<file path="config.mk">
export PLATFORM = sky130hd
export DESIGN_NAME = first_fit_block_allocator_core
export DESIGN_NICKNAME = d
export VERILOG_FILES = /design/src/hdl/ffba_pkg.sv /design/src/hdl/ffba_ram.sv /design/src/hdl/ffba_ctrl.sv /design/src/hdl/first_fit_block_allocator_core.sv
export SDC_FILE = /design/constraint.sdc
export NUM_CORES = 2
export LEC_CHECK = 0
export BUFFER_PORTS_ARGS = -buffer_cell sky130_fd_sc_hd__buf_2
export CAP_MARGIN = 20
export CORE_MARGIN = 2
export CORE_UTILIZATION = 35
export CTS_BUF_LIST = sky130_fd_sc_hd__clkbuf_4 sky130_fd_sc_hd__clkbuf_8
export DETAILED_ROUTE_END_ITERATION = 16
export HOLD_SLACK_MARGIN = 0.05
export SLEW_MARGIN = 25
export SYNTH_ARGS = -nofsm -noshare
export SYNTH_HDL_FRONTEND = slang
export SYNTH_HIERARCHICAL = 1
export SYNTH_SLANG_ARGS = --single-unit
</file>
<file path="constraint.sdc">
create_clock -name clk_i -period 11 [get_ports clk_i]
set_clock_uncertainty 0.15 [all_clocks]
set_input_delay 2.2 -clock clk_i [delete_from_list [all_inputs] [get_ports clk_i]]
set_output_delay 2.2 -clock clk_i [all_outputs]
set_load 0.03 [all_outputs]
</file>
<file path="src/hdl/ffba_pkg.sv">
// Shared types and constants for the first-fit block allocator
package ffba_pkg;

  // Field widths fixed by the item format
  localparam int unsigned FieldW = 20;
  localparam int unsigned LimitW = 21;
  localparam logic [LimitW-1:0] LimitReset = 21'd1048576;

  typedef enum logic {
    CMD_ALLOC = 1'b0,
    CMD_FREE  = 1'b1
  } command_e;

  typedef enum logic [1:0] {
    ST_DONE    = 2'd0,
    ST_NULL    = 2'd1,
    ST_OOM     = 2'd2,
    ST_UNKNOWN = 2'd3
  } status_e;

  // Request item
  typedef struct packed {
    command_e           command;
    logic [FieldW-1:0]  request_size;
    logic [FieldW-1:0]  user_address;
  } req_t;

  // Result item
  typedef struct packed {
    logic [FieldW-1:0]  granted_address;
    status_e            status;
  } rsp_t;

endpackage

</file>
<file path="src/hdl/ffba_ram.sv">
// Generic single-port-write, single-port-read RAM with registered read data
module ffba_ram #(
  parameter int unsigned WIDTH = 8,
  parameter int unsigned DEPTH = 16
) (
  input  logic                     clk_i,
  input  logic                     wr_en_i,
  input  logic [$clog2(DEPTH)-1:0] wr_addr_i,
  input  logic [WIDTH-1:0]         wr_data_i,
  input  logic                     rd_en_i,
  input  logic [$clog2(DEPTH)-1:0] rd_addr_i,
  output logic [WIDTH-1:0]         rd_data_o
);

  logic [WIDTH-1:0] mem_q [DEPTH];
  logic [WIDTH-1:0] rd_data_q;

  always_ff @(posedge clk_i) begin
    if (wr_en_i) begin
      mem_q[wr_addr_i] <= wr_data_i;
    end
    if (rd_en_i) begin
      rd_data_q <= mem_q[rd_addr_i];
    end
  end

  assign rd_data_o = rd_data_q;

endmodule

</file>
<file path="src/hdl/ffba_ctrl.sv">
// Allocation sequencer: walks the block table through the RAM read port,
// one entry a cycle, and writes back the hit or the appended block.
module ffba_ctrl #(
  parameter int unsigned MAX_BLOCKS   = 64,
  parameter int unsigned ADDR_BITS    = 20,
  parameter int unsigned HEADER_BYTES = 12
) (
  input  logic                          clk_i,
  input  logic                          rst_ni,
  input  logic [ffba_pkg::LimitW-1:0]   limit_i,
  input  logic                          req_valid_i,
  output logic                          req_ready_o,
  input  ffba_pkg::req_t                req_i,
  output logic                          res_valid_o,
  input  logic                          res_ready_i,
  output ffba_pkg::rsp_t                res_o
);

  localparam int unsigned IDXW = $clog2(MAX_BLOCKS);
  localparam int unsigned CNTW = $clog2(MAX_BLOCKS + 1);
  localparam int unsigned CW   = ((ADDR_BITS > ffba_pkg::LimitW) ? ADDR_BITS
                                                                 : ffba_pkg::LimitW) + 2;
  localparam int unsigned ENTW = ADDR_BITS + ffba_pkg::FieldW + 1;
  localparam logic [CW-1:0]   HDR  = CW'(HEADER_BYTES);
  localparam logic [CW-1:0]   CAP  = (CW'(1) << ADDR_BITS) - CW'(1);
  localparam logic [CNTW-1:0] FULL = CNTW'(MAX_BLOCKS);

  typedef enum logic [2:0] {
    S_IDLE = 3'b001,
    S_SCAN = 3'b010,
    S_OUT  = 3'b100
  } state_e;

  state_e                      state_q, state_d;
  ffba_pkg::command_e          cmd_q, cmd_d;
  logic [ffba_pkg::FieldW-1:0] size_q, size_d;
  logic [ffba_pkg::FieldW-1:0] user_q, user_d;
  logic [CNTW-1:0]             rd_idx_q, rd_idx_d;
  logic                        rd_pend_q, rd_pend_d;
  logic [IDXW-1:0]             chk_idx_q, chk_idx_d;
  logic [CNTW-1:0]             cnt_q, cnt_d;
  logic [ADDR_BITS-1:0]        brk_q, brk_d;
  ffba_pkg::rsp_t              rsp_q, rsp_d;

  // RAM ports
  logic                 wr_en, rd_en;
  logic [IDXW-1:0]      wr_addr, rd_addr;
  logic [ENTW-1:0]      wr_data, rd_data;

  // Table entry fields: {free, length, base}
  logic [ADDR_BITS-1:0]        ent_base;
  logic [ffba_pkg::FieldW-1:0] ent_len;
  logic                        ent_free;
  logic [CW-1:0]               ent_addr, brk_addr, end_w, limit;
  logic                        fit, match, hit, exhausted, room;

  ffba_ram #(
    .WIDTH (ENTW),
    .DEPTH (MAX_BLOCKS)
  ) u_table (
    .clk_i     (clk_i),
    .wr_en_i   (wr_en),
    .wr_addr_i (wr_addr),
    .wr_data_i (wr_data),
    .rd_en_i   (rd_en),
    .rd_addr_i (rd_addr),
    .rd_data_o (rd_data)
  );

  // Decode of the entry read last cycle
  assign ent_base  = rd_data[ADDR_BITS-1:0];
  assign ent_len   = rd_data[ADDR_BITS +: ffba_pkg::FieldW];
  assign ent_free  = rd_data[ENTW-1];
  assign ent_addr  = CW'(ent_base) + HDR;
  assign fit       = ent_free && (ent_len >= size_q);
  assign match     = (ent_addr == CW'(user_q));
  assign hit       = rd_pend_q && ((cmd_q == ffba_pkg::CMD_ALLOC) ? fit : match);
  assign exhausted = !rd_pend_q && (rd_idx_q >= cnt_q);

  // Append check at the break
  assign limit    = (CW'(limit_i) < CAP) ? CW'(limit_i) : CAP;
  assign brk_addr = CW'(brk_q) + HDR;
  assign end_w    = brk_addr + CW'(size_q);
  assign room     = (cnt_q < FULL) && (end_w <= limit);

  // Sequencer
  always_comb begin
    state_d   = state_q;
    cmd_d     = cmd_q;
    size_d    = size_q;
    user_d    = user_q;
    rd_idx_d  = rd_idx_q;
    rd_pend_d = 1'b0;
    chk_idx_d = chk_idx_q;
    cnt_d     = cnt_q;
    brk_d     = brk_q;
    rsp_d     = rsp_q;
    wr_en     = 1'b0;
    wr_addr   = chk_idx_q;
    wr_data   = {ent_free, ent_len, ent_base};
    rd_en     = 1'b0;
    rd_addr   = rd_idx_q[IDXW-1:0];
    req_ready_o = 1'b0;
    res_valid_o = 1'b0;

    unique case (state_q)
      S_IDLE: begin
        req_ready_o = 1'b1;
        if (req_valid_i) begin
          cmd_d    = req_i.command;
          size_d   = req_i.request_size;
          user_d   = req_i.user_address;
          rd_idx_d = '0;
          if ((req_i.command == ffba_pkg::CMD_ALLOC && req_i.request_size == '0) ||
              (req_i.command == ffba_pkg::CMD_FREE && req_i.user_address == '0)) begin
            rsp_d.granted_address = '0;
            rsp_d.status          = ffba_pkg::ST_NULL;
            state_d               = S_OUT;
          end else begin
            state_d = S_SCAN;
          end
        end
      end

      S_SCAN: begin
        if (hit) begin
          // reuse or release the matching block
          wr_en   = 1'b1;
          wr_addr = chk_idx_q;
          wr_data = {(cmd_q == ffba_pkg::CMD_FREE), ent_len, ent_base};
          rsp_d.granted_address = (cmd_q == ffba_pkg::CMD_ALLOC) ?
                                  ent_addr[ffba_pkg::FieldW-1:0] : '0;
          rsp_d.status = ffba_pkg::ST_DONE;
          state_d      = S_OUT;
        end else if (exhausted) begin
          rsp_d.granted_address = '0;
          if (cmd_q == ffba_pkg::CMD_FREE) begin
            rsp_d.status = ffba_pkg::ST_UNKNOWN;
          end else if (room) begin
            // append a new block at the break
            wr_en   = 1'b1;
            wr_addr = cnt_q[IDXW-1:0];
            wr_data = {1'b0, size_q, brk_q};
            cnt_d   = cnt_q + CNTW'(1);
            brk_d   = end_w[ADDR_BITS-1:0];
            rsp_d.granted_address = brk_addr[ffba_pkg::FieldW-1:0];
            rsp_d.status          = ffba_pkg::ST_DONE;
          end else begin
            rsp_d.status = ffba_pkg::ST_OOM;
          end
          state_d = S_OUT;
        end else if (rd_idx_q < cnt_q) begin
          // issue the next table read
          rd_en     = 1'b1;
          rd_pend_d = 1'b1;
          chk_idx_d = rd_idx_q[IDXW-1:0];
          rd_idx_d  = rd_idx_q + CNTW'(1);
        end
      end

      S_OUT: begin
        res_valid_o = 1'b1;
        if (res_ready_i) begin
          state_d = S_IDLE;
        end
      end

      default: begin
        state_d = S_IDLE;
      end
    endcase
  end

  assign res_o = rsp_q;

  // Control state
  always_ff @(posedge clk_i or negedge rst_ni) begin
    if (!rst_ni) begin
      state_q   <= S_IDLE;
      rd_idx_q  <= '0;
      rd_pend_q <= 1'b0;
      cnt_q     <= '0;
      brk_q     <= '0;
    end else begin
      state_q   <= state_d;
      rd_idx_q  <= rd_idx_d;
      rd_pend_q <= rd_pend_d;
      cnt_q     <= cnt_d;
      brk_q     <= brk_d;
    end
  end

  // Request and result payload
  always_ff @(posedge clk_i) begin
    cmd_q     <= cmd_d;
    size_q    <= size_d;
    user_q    <= user_d;
    chk_idx_q <= chk_idx_d;
    rsp_q     <= rsp_d;
  end

`ifndef NO_ASSERTIONS
  // table writes happen only while scanning
  a_wr_in_scan: assert property (@(posedge clk_i) disable iff (!rst_ni)
    wr_en |-> state_q == S_SCAN)
    else $error("table write outside scan");

  // block count never passes the table depth
  a_cnt_bound: assert property (@(posedge clk_i) disable iff (!rst_ni)
    cnt_q <= FULL)
    else $error("block count overflow");

  // block count only ever grows by one
  a_cnt_step: assert property (@(posedge clk_i) disable iff (!rst_ni)
    (cnt_q != $past(cnt_q)) |-> (cnt_q == $past(cnt_q) + CNTW'(1)))
    else $error("block count jumped");

  // a pending read always points at a valid entry
  a_chk_valid: assert property (@(posedge clk_i) disable iff (!rst_ni)
    rd_pend_q |-> (CNTW'(chk_idx_q) < cnt_q))
    else $error("read of unused table entry");

  // break stays within the address range
  a_brk_cap: assert property (@(posedge clk_i) disable iff (!rst_ni)
    CW'(brk_q) <= CAP)
    else $error("break beyond address cap");
`endif

endmodule

</file>
<file path="src/hdl/first_fit_block_allocator_core.sv">
// First-fit block allocator. Each item is an allocate or a free; each gives
// exactly one result item. The block table lives in one RAM with one read a
// cycle, and an item that reaches the table is served by that single read
// port walking the table in creation order; null and zero-size requests skip
// the walk and go straight to the result. A finished result waits in an
// output register while the next item is taken. The heap limit register may
// be written at any time the block is idle and is always ready. No clearing
// pass is needed after reset: only table entries below the block count are
// ever read.
module first_fit_block_allocator_core #(
  parameter int unsigned MAX_BLOCKS   = 64,
  parameter int unsigned ADDR_BITS    = 20,
  parameter int unsigned HEADER_BYTES = 12
) (
  input  logic                        clk_i,
  input  logic                        rst_ni,
  input  logic                        cfg_valid_i,
  output logic                        cfg_ready_o,
  input  logic [ffba_pkg::LimitW-1:0] cfg_data_i,
  input  logic                        in_valid_i,
  output logic                        in_stall_o,
  input  ffba_pkg::req_t              in_data_i,
  output logic                        out_valid_o,
  input  logic                        out_stall_i,
  output ffba_pkg::rsp_t              out_data_o
);

  logic [ffba_pkg::LimitW-1:0] limit_q;
  logic                        req_ready, res_valid, res_ready;
  ffba_pkg::rsp_t              res;
  logic                        out_valid_q, out_valid_d;
  ffba_pkg::rsp_t              out_data_q;

  ffba_ctrl #(
    .MAX_BLOCKS   (MAX_BLOCKS),
    .ADDR_BITS    (ADDR_BITS),
    .HEADER_BYTES (HEADER_BYTES)
  ) u_ctrl (
    .clk_i       (clk_i),
    .rst_ni      (rst_ni),
    .limit_i     (limit_q),
    .req_valid_i (in_valid_i),
    .req_ready_o (req_ready),
    .req_i       (in_data_i),
    .res_valid_o (res_valid),
    .res_ready_i (res_ready),
    .res_o       (res)
  );

  assign in_stall_o  = !req_ready;
  assign cfg_ready_o = 1'b1;

  // Heap limit register
  always_ff @(posedge clk_i or negedge rst_ni) begin
    if (!rst_ni) begin
      limit_q <= ffba_pkg::LimitReset;
    end else if (cfg_valid_i) begin
      limit_q <= cfg_data_i;
    end
  end

  // Output register: takes a result when empty or being drained
  assign res_ready   = !out_valid_q || !out_stall_i;
  assign out_valid_d = res_valid || (out_valid_q && out_stall_i);

  always_ff @(posedge clk_i or negedge rst_ni) begin
    if (!rst_ni) begin
      out_valid_q <= 1'b0;
    end else begin
      out_valid_q <= out_valid_d;
    end
  end

  always_ff @(posedge clk_i) begin
    if (res_valid && res_ready) begin
      out_data_q <= res;
    end
  end

  assign out_valid_o = out_valid_q;
  assign out_data_o  = out_data_q;

endmodule
</file>
==> flow_metrics.env <==
export IMPL_slew_headroom_pct=18.5
export IMPL_die_area_mm2=0.320
export IMPL_seq_area_mm2=0.0843
export IMPL_stdcell_area_mm2=0.125
export IMPL_antenna_found_initial=17
export IMPL_endpoint_kind="register"
export IMPL_synth_flop_cell="edfxtp_1"
export IMPL_die_w_um=565
export IMPL_via_count=54826
export IMPL_avgSynthCellArea_um2=21.7
export IMPL_synthDistinctLibCells=83
export IMPL_fin_crit_ns=9.18
export IMPL_hold_violations=0
export IMPL_crit_fanout=41
export IMPL_routed_wl_mm=281
export IMPL_critPathArrivalTime_ns=9.61
export IMPL_cts_sinks=2816
export IMPL_dp_hpwl_mm=168
export IMPL_cts_buffers=429
export IMPL_synthToLayoutAreaGrowth_pct=13.8
export IMPL_peakVddDrop_uv=176
export IMPL_rsz0062_at_grt="false"
export IMPL_num_rows=206
export IMPL_final_setup_tns_ns=0
export IMPL_p_per_area_mw_per_mm2=194
export IMPL_cts_tree="built"
export IMPL_placed_cells=9254
export IMPL_synth_edf_count=2756
export IMPL_period_share_pct=83.5
export IMPL_final_nets=5665
export IMPL_io_buffers=90
export IMPL_seq_area_frac_synth_pct=76.4
export IMPL_crit_required_ns=11.43
export IMPL_synth_nets=5230
export IMPL_tightest_slew_ns=1.21
export IMPL_ant_nets=0
export IMPL_syn_area_mm2=0.110
export IMPL_drv_cap=0
export IMPL_nFillCells=27609
export IMPL_fin_cells=10020
export IMPL_route_detailed_wl_per_inst_um=28.1
export IMPL_drt_iter0_drc=6709
export IMPL_clock_root_buffer="clkbuf_8"
export IMPL_grt_util_all_layers_pct=17.3
export IMPL_crit_path_max_incr_delay_ns=0.72
export IMPL_grt_overflow_total=0
export IMPL_startpoint_type="register"
export IMPL_placed_area_mm2=0.117
export IMPL_path_class="register to register"
export IMPL_p_leak_uw=0.0386
export IMPL_die_h_um=565
export IMPL_initial_core_util_pct=35.1
export IMPL_finalMaxSlewViolations=0
export IMPL_drc=0
export IMPL_syn_inst=5090
export IMPL_clk_path_buf_depth=4
export IMPL_final_layout_size_suffix_gt1_share_pct=30.2
export IMPL_finalSetupViolCount=0
export IMPL_yosysWarnings=6
export IMPL_final_common_cell="edfxtp_1"
export IMPL_status="finished, final reports clean"
export IMPL_vias_per_cell=5.47
export IMPL_crit_path_top_delay_cell="nand3b_1"
export IMPL_grt_max_degree=111
export IMPL_clk_latency_ns=1.04
export IMPL_cts_clk_slew_worst_paths_ns=0.06
export IMPL_max_freq_mhz=109
export IMPL_first_global_vias=54886
export IMPL_ctsResizeCount=0
export IMPL_worst_hold_path_type="register to register"
export IMPL_async_flop_share_pct=2.13
export IMPL_cts_hold_buf=0
export IMPL_first_pass_iters=6
export IMPL_synth_seq_cells=2816
export IMPL_final_cell_mix="edfxtp_1, mux4_2, clkbuf_8"
export IMPL_post_cts_buffers=0
export IMPL_core_area_mm2=0.314
export IMPL_globalplace_congestion=0.873
export IMPL_cts_max_level=5
export IMPL_grt_first_pass_wirelength_mm=401
export IMPL_multiInputGateArea_mm2=0.0249
export IMPL_ioPinCount=92
==> worst max-delay path: cells and delay by family (launching register included) <==
family	cells	cell delay, ns
mux	1	0.48
buf+inv	6	1.16
xor+xnor	1	0.24
simple gates	10	3.42
compound gates	5	2.06
flops	1	0.40
fa+ha+maj	3	0.80
==> state kept, by name, summed over array words and instances (netlist names) <==
register,count
u_ctrl/rd_idx_q,7
u_ctrl/cnt_q,7
u_ctrl/brk_q,20
limit_q,21
u_ctrl/size_q,20
out_data_o,22
u_ctrl/chk_idx_q,6
u_ctrl/u_table/mem_q,2624
u_ctrl/u_table/rd_data_o,41
out_valid_o,1
u_ctrl/user_q,20
u_ctrl/res_o,22
u_ctrl/rd_pend_q,1
u_ctrl/cmd_q,1
u_ctrl/state_q,3
==> final timing paths <==
path	from	to	slack, ns	cells past startpoint
worst max register to register	u_ctrl/brk_q[2]$_DFFE_PN0P_	u_ctrl/u_table/mem_q[26][4]$_DFFE_PP_	1.82	26
min in group asynchronous	rst_ni	out_valid_o$_DFF_PN0_	1.34	2
worst min register to register	u_ctrl/res_o[1]$_SDFFCE_PP0P_	out_data_o[1]$_DFFE_PP_	0.27	0
worst min-delay path	u_ctrl/res_o[1]$_SDFFCE_PP0P_	out_data_o[1]$_DFFE_PP_	0.27	0
max in group asynchronous	rst_ni	u_ctrl/rd_idx_q[1]$_DFFE_PN0P_	8.69	2
worst max-delay path	u_ctrl/brk_q[2]$_DFFE_PN0P_	u_ctrl/u_table/mem_q[26][4]$_DFFE_PP_	1.82	26
==> per-layer routing <==
layer / vias up / GRT usage, % / part of all wire (%)
met5: - / 0 / 0
met4: 0 / 3.76 / 1.8
met3: 377 / 4.01 / 9.2
met2: 2609 / 26.2 / 46
met1: 29284 / 25.4 / 43
li1: 22556 / - / -
==> metrics by stage <==
stage	hold slack (ns)	setup slack (ns)	utilization (%)	power (uW)
2_1_floorplan	0.250	1.11	-	15200
3_3_place_gp	0.258	1.94	37.3	16200
3_5_place_dp	0.257	1.91	37.3	16200
4_1_cts	0.272	1.90	39.9	24600
5_1_grt	0.280	1.41	39.9	25200
6_report	0.272	1.82	39.9	24300
==> cells in the mapped netlist, types with 42 or more instances <==
cell type     n  share of area [%]
nand2_1      61               0.21
mux2i_1      55               0.50
a21oi_1      95               0.43
edfxtp_1   2756                 75
a22o_1       70               0.56
mux2_2       55               0.56
xnor2_1      42               0.33
o22ai_1      98               0.56
mux4_2      654                 13
buf_2        79               0.36
a22oi_1      44               0.30
ha_1         72               0.82
inv_1        51               0.17
dfrtp_1      58                1.3
nor2_1      171               0.58
buf_4        50               0.34
clkbuf_1     96               0.33
a221oi_1     74               0.59
==> final cells by class <==
type / count / area share, %
antenna: 3 / 0.00598
clock buffer: 550 / 5.45
clock inverter: 213 / 1.04
inverter: 51 / 0.153
multi-input combinational: 1951 / 19.8
sequential: 2816 / 67.2
tap: 4160 / 4.15
timing repair buffer: 276 / 2.18
==> power by group <==
part	switching [uW]	total, uW	internal (uW)
Combinational	2050	3820	1780
Sequential	156	12100	12000
Clock	4020	8360	4340
==> cells by family (layout without fill, tap and decap cells) <==
| kind of cell | after synthesis | count (layout) | share of synthesized area (%) |
|---|---|---|---|
| AO/OA/AOI/OAI | 560 | 560 | 3.67 |
| XOR/XNOR | 69 | 69 | 0.624 |
| adder cells (fa/ha/maj) | 73 | 73 | 0.835 |
| buffers and inverters | 323 | 1090 | 1.55 |
| flip-flops | 2816 | 2816 | 76.4 |
| multiplexers | 800 | 800 | 14.9 |
| other | 2 | 5 | 0.00681 |
| AND/OR/NAND/NOR | 447 | 447 | 2.01 |
Note: power is estimated with default switching activity, not from simulation.
